### src/hw/rtl/lts_pkg.sv
`timescale 1ns / 1ps

package lts_pkg;

  localparam int unsigned CmdW  = 2;
  localparam int unsigned AngW  = 8;
  localparam int unsigned WordW = 16;
  localparam int unsigned IdxW  = 3;

  localparam logic [AngW-1:0]  MaxAngle     = 8'd180;
  localparam logic [WordW-1:0] RstPeriod    = 16'd20000;
  localparam logic [WordW-1:0] RstMinPulse  = 16'd500;
  localparam logic [WordW-1:0] RstSpan      = 16'd2000;
  localparam logic [WordW-1:0] RstThreshold = 16'd500;
  localparam logic [AngW-1:0]  RstBright    = 8'd180;
  localparam logic [AngW-1:0]  RstDark      = 8'd0;

  // x / 180 == (x >> 2) / 45; exact for (x >> 2) below 2^22 with ceil(2^28 / 45)
  localparam int unsigned     ProdW      = AngW + WordW;
  localparam int unsigned     QuarterW   = ProdW - 2;
  localparam int unsigned     RecipShift = 28;
  localparam int unsigned     RecipW     = 23;
  localparam logic [RecipW-1:0] Recip45  = 23'd5965233;
  localparam int unsigned     DivProdW   = QuarterW + RecipW + 1;

  typedef enum logic [CmdW-1:0] {
    CmdTick     = 2'd0,
    CmdSetAngle = 2'd1,
    CmdLight    = 2'd2
  } cmd_e;

  typedef enum logic [IdxW-1:0] {
    RegPeriod    = 3'd0,
    RegMinPulse  = 3'd1,
    RegSpan      = 3'd2,
    RegThreshold = 3'd3,
    RegBright    = 3'd4,
    RegDark      = 3'd5
  } reg_idx_e;

endpackage

### src/hw/rtl/light_threshold_servo_pwm.sv
// Pipeline: a request accepted into the v1_q stage moves through v2_q and v3_q to
// the output register vo_q, where its result is valid.
// Throughput: one request per cycle while out_stall_i is low; stages advance
// independently, so bubbles collapse and free stages fill while out_stall_i holds.
// Reset: config registers take their default values, the pin is low, counters clear,
// the requested width is 500 us, and the first tick starts a high phase.
`timescale 1ns / 1ps

module light_threshold_servo_pwm
  import lts_pkg::*;
(
  input  logic              clk_i,
  input  logic              rst_ni,
  input  logic              cfg_we_i,
  input  logic [IdxW-1:0]   cfg_idx_i,
  input  logic [WordW-1:0]  cfg_wdata_i,
  input  logic              in_valid_i,
  output logic              in_stall_o,
  input  logic [CmdW-1:0]   cmd_i,
  input  logic [AngW-1:0]   angle_i,
  input  logic [WordW-1:0]  light_i,
  output logic              out_valid_o,
  input  logic              out_stall_i,
  output logic              servo_out_o,
  output logic              edge_res_o,
  output logic [WordW-1:0]  pulse_width_us_o
);

  logic [WordW-1:0] period_q, min_pulse_q, span_q, threshold_q;
  logic [AngW-1:0]  bright_q, dark_q;

  logic              v1_q, v2_q, v3_q, vo_q;
  logic [CmdW-1:0]   cmd1_q, cmd2_q, cmd3_q;
  logic [AngW-1:0]   ang1_q;
  logic [QuarterW-1:0] quarter2_q;
  logic [WordW-1:0]  quo3_q;

  logic              phase_high_q, phase_high_d;
  logic [WordW-1:0]  elapsed_q, elapsed_d;
  logic [WordW-1:0]  len_q, len_d;
  logic [WordW-1:0]  req_q, req_d;
  logic              edge_q, edge_d;

  logic ready_o, ready3, ready2, ready1;
  logic [AngW-1:0]     ang_sel, ang_clamp;
  logic [ProdW-1:0]    prod1;
  logic [DivProdW-1:0] prod2;
  logic [WordW:0]      width_sum;
  logic [WordW-1:0]    width_new;

  assign ready_o    = !vo_q || !out_stall_i;
  assign ready3     = !v3_q || ready_o;
  assign ready2     = !v2_q || ready3;
  assign ready1     = !v1_q || ready2;
  assign in_stall_o = !ready1;

  always_comb begin
    if (cmd_i == CmdLight) begin
      ang_sel = (light_i > threshold_q) ? bright_q : dark_q;
    end else begin
      ang_sel = angle_i;
    end
    ang_clamp = (ang_sel > MaxAngle) ? MaxAngle : ang_sel;
  end

  assign prod1 = {{WordW{1'b0}}, ang1_q} * {{AngW{1'b0}}, span_q};
  assign prod2 = {{(RecipW+1){1'b0}}, quarter2_q} * {{(QuarterW+1){1'b0}}, Recip45};

  assign width_sum = {1'b0, min_pulse_q} + {1'b0, quo3_q};
  assign width_new = width_sum[WordW] ? {WordW{1'b1}} : width_sum[WordW-1:0];

  always_comb begin
    phase_high_d = phase_high_q;
    elapsed_d    = elapsed_q;
    len_d        = len_q;
    req_d        = req_q;
    edge_d       = 1'b0;
    if (v3_q) begin
      case (cmd3_q)
        CmdTick: begin
          if (elapsed_q >= len_q) begin
            phase_high_d = !phase_high_q;
            edge_d       = 1'b1;
            elapsed_d    = WordW'(1);
            if (!phase_high_q) begin
              len_d = req_q;
            end else if (req_q >= period_q) begin
              len_d = WordW'(1);
            end else begin
              len_d = period_q - req_q;
            end
          end else begin
            elapsed_d = elapsed_q + WordW'(1);
          end
        end
        CmdSetAngle, CmdLight: begin
          req_d = width_new;
        end
        default: begin
        end
      endcase
    end
  end

  always_ff @(posedge clk_i or negedge rst_ni) begin
    if (!rst_ni) begin
      period_q    <= RstPeriod;
      min_pulse_q <= RstMinPulse;
      span_q      <= RstSpan;
      threshold_q <= RstThreshold;
      bright_q    <= RstBright;
      dark_q      <= RstDark;
    end else if (cfg_we_i) begin
      case (cfg_idx_i)
        RegPeriod:    period_q    <= cfg_wdata_i;
        RegMinPulse:  min_pulse_q <= cfg_wdata_i;
        RegSpan:      span_q      <= cfg_wdata_i;
        RegThreshold: threshold_q <= cfg_wdata_i;
        RegBright:    bright_q    <= cfg_wdata_i[AngW-1:0];
        RegDark:      dark_q      <= cfg_wdata_i[AngW-1:0];
        default: begin
        end
      endcase
    end
  end

  always_ff @(posedge clk_i or negedge rst_ni) begin
    if (!rst_ni) begin
      v1_q         <= 1'b0;
      v2_q         <= 1'b0;
      v3_q         <= 1'b0;
      vo_q         <= 1'b0;
      phase_high_q <= 1'b0;
      elapsed_q    <= '0;
      len_q        <= '0;
      req_q        <= RstMinPulse;
      edge_q       <= 1'b0;
    end else begin
      if (ready1) begin
        v1_q <= in_valid_i;
      end
      if (ready2) begin
        v2_q <= v1_q;
      end
      if (ready3) begin
        v3_q <= v2_q;
      end
      if (ready_o) begin
        vo_q         <= v3_q;
        edge_q       <= edge_d;
        phase_high_q <= phase_high_d;
        elapsed_q    <= elapsed_d;
        len_q        <= len_d;
        req_q        <= req_d;
      end
    end
  end

  always_ff @(posedge clk_i) begin
    if (ready1) begin
      cmd1_q <= cmd_i;
      ang1_q <= ang_clamp;
    end
    if (ready2) begin
      cmd2_q     <= cmd1_q;
      quarter2_q <= prod1[ProdW-1:2];
    end
    if (ready3) begin
      cmd3_q <= cmd2_q;
      quo3_q <= prod2[RecipShift+WordW-1:RecipShift];
    end
  end

  assign out_valid_o      = vo_q;
  assign servo_out_o      = phase_high_q;
  assign edge_res_o       = edge_q;
  assign pulse_width_us_o = req_q;

  a_stall_full: assert property (@(posedge clk_i) disable iff (!rst_ni)
    in_stall_o |-> (v1_q && v2_q && v3_q && vo_q))
    else $error("input stalled with a free pipeline stage");

  a_elapsed_bound: assert property (@(posedge clk_i) disable iff (!rst_ni)
    (elapsed_q <= len_q) || (elapsed_q == WordW'(1)))
    else $error("elapsed count ran past the phase length");

  a_low_len: assert property (@(posedge clk_i) disable iff (!rst_ni)
    (!phase_high_q && elapsed_q != '0) |-> (len_q != '0))
    else $error("low phase loaded with zero length");

  a_edge_valid: assert property (@(posedge clk_i) disable iff (!rst_ni)
    edge_q |-> vo_q)
    else $error("edge flag without a valid result");

  a_edge_toggle: assert property (@(posedge clk_i) disable iff (!rst_ni)
    (ready_o && v3_q && edge_d) |=> (phase_high_q != $past(phase_high_q)))
    else $error("edge reported without a pin toggle");

endmodule
### config.mk
export PLATFORM = sky130hd
export DESIGN_NAME = light_threshold_servo_pwm
export DESIGN_NICKNAME = d
export VERILOG_FILES = /design/src/hw/rtl/lts_pkg.sv /design/src/hw/rtl/light_threshold_servo_pwm.sv
export SDC_FILE = /design/constraint.sdc
export NUM_CORES = 1
export LEC_CHECK = 0
export BUFFER_PORTS_ARGS = -buffer_cell sky130_fd_sc_hd__buf_2
export CORE_MARGIN = 1.5
export CORE_UTILIZATION = 55
export DETAILED_ROUTE_END_ITERATION = 10
export PLACE_DENSITY = 0.76
export SYNTH_ARGS = -nofsm -noshare
export SYNTH_HDL_FRONTEND = slang
export SYNTH_SLANG_ARGS = --single-unit
### constraint.sdc
create_clock -name clk_i -period 6.26 [get_ports clk_i]
set_input_delay 0.626 -clock clk_i [delete_from_list [all_inputs] [get_ports clk_i]]
set_output_delay 0.626 -clock clk_i [all_outputs]
set_load 0.01 [all_outputs]
==> metrics.csv <==
stage;metric;value;unit
outcome;status;finished clean;
worst_setup_path;worst r2r src;quarter2_q[11];
worst_setup_path;slowest CP cell;fa_1;
final_layout;commonest non-fill, non-tap cells in the layout;inv_1, ha_1, fa_1;
worst_setup_path;cell breakdown of the critical path;ha_4, fa_1, ha_1, fa_1, fa_1, inv_1, fa_1, inv_1, ha_1, ha_4, a21o_1, a21o_1, a21o_1, a21o_1, a211o_1, o2111a_1, o31ai_4, o21ai_2, a211oi_2, nor2_1;
logic_synthesis;share of synthesized flip-flops with an asynchronous set or reset;72.0;%
worst_hold_path;type of the most critical hold path;input port to async pin;
clocking;clock latency on the worst-skew pair;0.46;ns
logic_synthesis;synth unique cells;73;
timing;post-route setup TNS;0;ns
timing;Pins Over Slew Limit;0;
clocking;CTS tree;built;
detailed_routing;DRT Wirelength;45.9;mm
clocking;H-Tree Depth;4;
timing;setup slack after layout;0.195;ns
logic_synthesis;Post-Syn Nets;2436;
clocking;clock-pin slew on the worst setup and hold paths;0.08;ns
placement;Placed Instance Area;20800;um2
placement;RD Place Congestion;0.947;
timing;Peak Freq;165;MHz
grt;first-pass GRT wire length;73.7;mm
logic_synthesis;Post-Syn Instances;1882;
clocking;CTS Buffer Depth;2;
logic_synthesis;EDFF count, synth;52;
grt;initial antenna violation count;4;
worst_setup_path;FF-to-FF path depth;20;
clocking;clock root cell;clkbuf_16;
timing;Setup-failing EPs final;0;
clocking;post-cts hold buffer count;0;
final_layout;layout cells sized above 1;17.3;%
die;# rows;68;
logic_synthesis;Yosys Warn Count;0;
detailed_routing;Via Count;13800;
worst_setup_path;CP Launch Type;register;
logic_synthesis;Mapped Area;19600;um2
detailed_routing;TritonRoute pass-1 iters;6;
run;number of max-cap violations;0;
final_layout;n_diodes;0;
die;starting density of the core;56.4;%
final_layout;Area growth syn-to-layout;12.0;%
worst_setup_path;largest stage delay on the critical path;0.56;ns
worst_setup_path;Arrival @ worst endpoint;6.28;ns
die;I/O Pins;70;
worst_setup_path;setup slack, reg-to-reg;0.19;ns
final_layout;Finished Cell Area;22000;um2
detailed_routing;Vias/cell;5.58;
die;die extent in x;192;um
logic_synthesis;post-synthesis sequential area ratio;25.3;%
timing;worst hold margin;0.137;ns
worst_setup_path;Critical Path RT;6.48;ns
logic_synthesis;Top FF cell, synth;dfrtp_1;
die;Die H;192;um
clocking;TritonCTS buffer count;17;
grt;largest net degree at the start of global routing;76;
worst_setup_path;Crit Path Max Fanout;4;
logic_synthesis;top cell type's share of synthesized area;21.8;%
die;die area;36800;um2
detailed_routing;DR WL/cell;18.6;um
timing;final hold viol count;0;
clocking;clock sinks;186;
grt;Total GRT Usage;26.1;%
placement;Setup WS pre-CTS;-0.161;ns
worst_setup_path;Critical Path Sink Type;register;
die;core box area;34800;um2
timing;worst-margin pin slew;1.03;ns
grt;GRT overflow;0;
timing;slew margin rel.;31.0;%
timing;Final period util;96.9;%
final_layout;Layout Nets;2557;
worst_setup_path;CP Class;register to register;
logic_synthesis;Synth area leader;fa_1;
detailed_routing;# DRC;0;
logic_synthesis;Yosys reg bits;186;
worst_setup_path;crit path launch;quarter2_q[11];
logic_synthesis;top cells by area, synth;fa_1, ha_1, dfrtp_1;
timing;min Tclk post-route;6.07;ns
placement;DP Wirelength;37.4;mm
placement;Port-buffer cells;69;
worst_setup_path;r2r endpoint;quo3_q[2];
grt;vias in the first global route;14500;
final_layout;commonest non-fill, non-tap cell in the layout;inv_1;
logic_synthesis;Synth Area per Inst;10.4;um2
timing;Max Clock Skew;0.0161;ns
detailed_routing;DRT iter0 DRCs;807;
detailed_routing;Post-DRT Antenna Nets;0;
## through the flow
step	util, %	std cells
2_1_floorplan	-	1882
3_3_place_gp	59.8	2426
3_5_place_dp	59.8	2426
4_1_cts	61.8	2460
5_1_grt	63.1	2471
6_report	63.1	2471
## cells in the mapped netlist, drive strengths merged (17+ instances only)
master / count
dfstp: 33
ha: 290
nor2b: 17
fa: 214
a21oi: 66
a21o: 22
clkbuf: 27
xnor2: 46
mux2: 76
o21ai: 50
xor2: 27
inv: 383
dfrtp: 101
edfxtp: 52
nand3: 26
a221oi: 17
nor2: 51
nand2: 115
and2: 72
nor3: 22
and3: 17
## repair_timing
item                                    CTS  global route
resized for setup                        10            54
pin swaps                                 5            52
endpoints found under the setup margin    6            13
setup buffers                             2            11
gates cloned                              0             0
## sequential cells by signal, summed over array words and instances, names as in the netlist, 16 cells and up
name / count
pulse_width_us_o: 16
span_q: 16
quo3_q: 16
quarter2_q: 22
threshold_q: 16
len_q: 16
period_q: 16
min_pulse_q: 16
elapsed_q: 16
## per-layer routing
layer	vias to the layer above	wire (um)	track usage [%]
met3	74	2140	3.76
met2	354	22700	44.3
met4	0	1260	9.07
li1	6432	-	-
met5	-	0	0
met1	6931	19800	34.1
## kinds of logic (layout without fill, tap and decap cells)
logic type                 after synthesis  count (layout)  synth area share [%]
and+or+nand+nor                        379             379                  9.97
xor gates and xnor gates                73              73                  3.26
adders and majority gates              504             504                  40.3
DFF                                    186             186                  25.3
muxes                                   82              82                  4.67
buffers and inverters                  414             548                  7.96
AOI/OAI and AO/OA                      244             244                  8.55
## final cells by class
| type | count | area (um2) |
|---|---|---|
| timing repair buffer | 133 | 840 |
| inverter | 383 | 1440 |
| multi-input combinational | 1282 | 13500 |
| sequential | 186 | 4960 |
| fill | 2669 | 12800 |
| tap | 455 | 569 |
| clock buffer | 18 | 429 |
| clock inverter | 14 | 199 |
## worst max path at each step
stage	cells past startpoint	slack (ns)	endpoint
4_1_cts	24	0.003	quo3_q[14]
6_report	20	0.19	quo3_q[2]
2_1_floorplan	21	0.15	quo3_q[14]
3_3_place_gp	23	-0.05	quo3_q[14]
5_1_grt	22	-0.02	quo3_q[2]
3_5_place_dp	21	-0.16	quo3_q[14]
## critical path, delay by kind of cell (launching register included)
kind            cells  cell delay [ns]
compound gates      9             1.80
fa+ha+maj           8             3.38
buf+inv             2             0.09
flops               1             0.51
simple gates        1             0.06
Power is left out: the tool's default activity adds up to more than one toggle a clock period on the data nets, which glitch-free logic cannot reach.
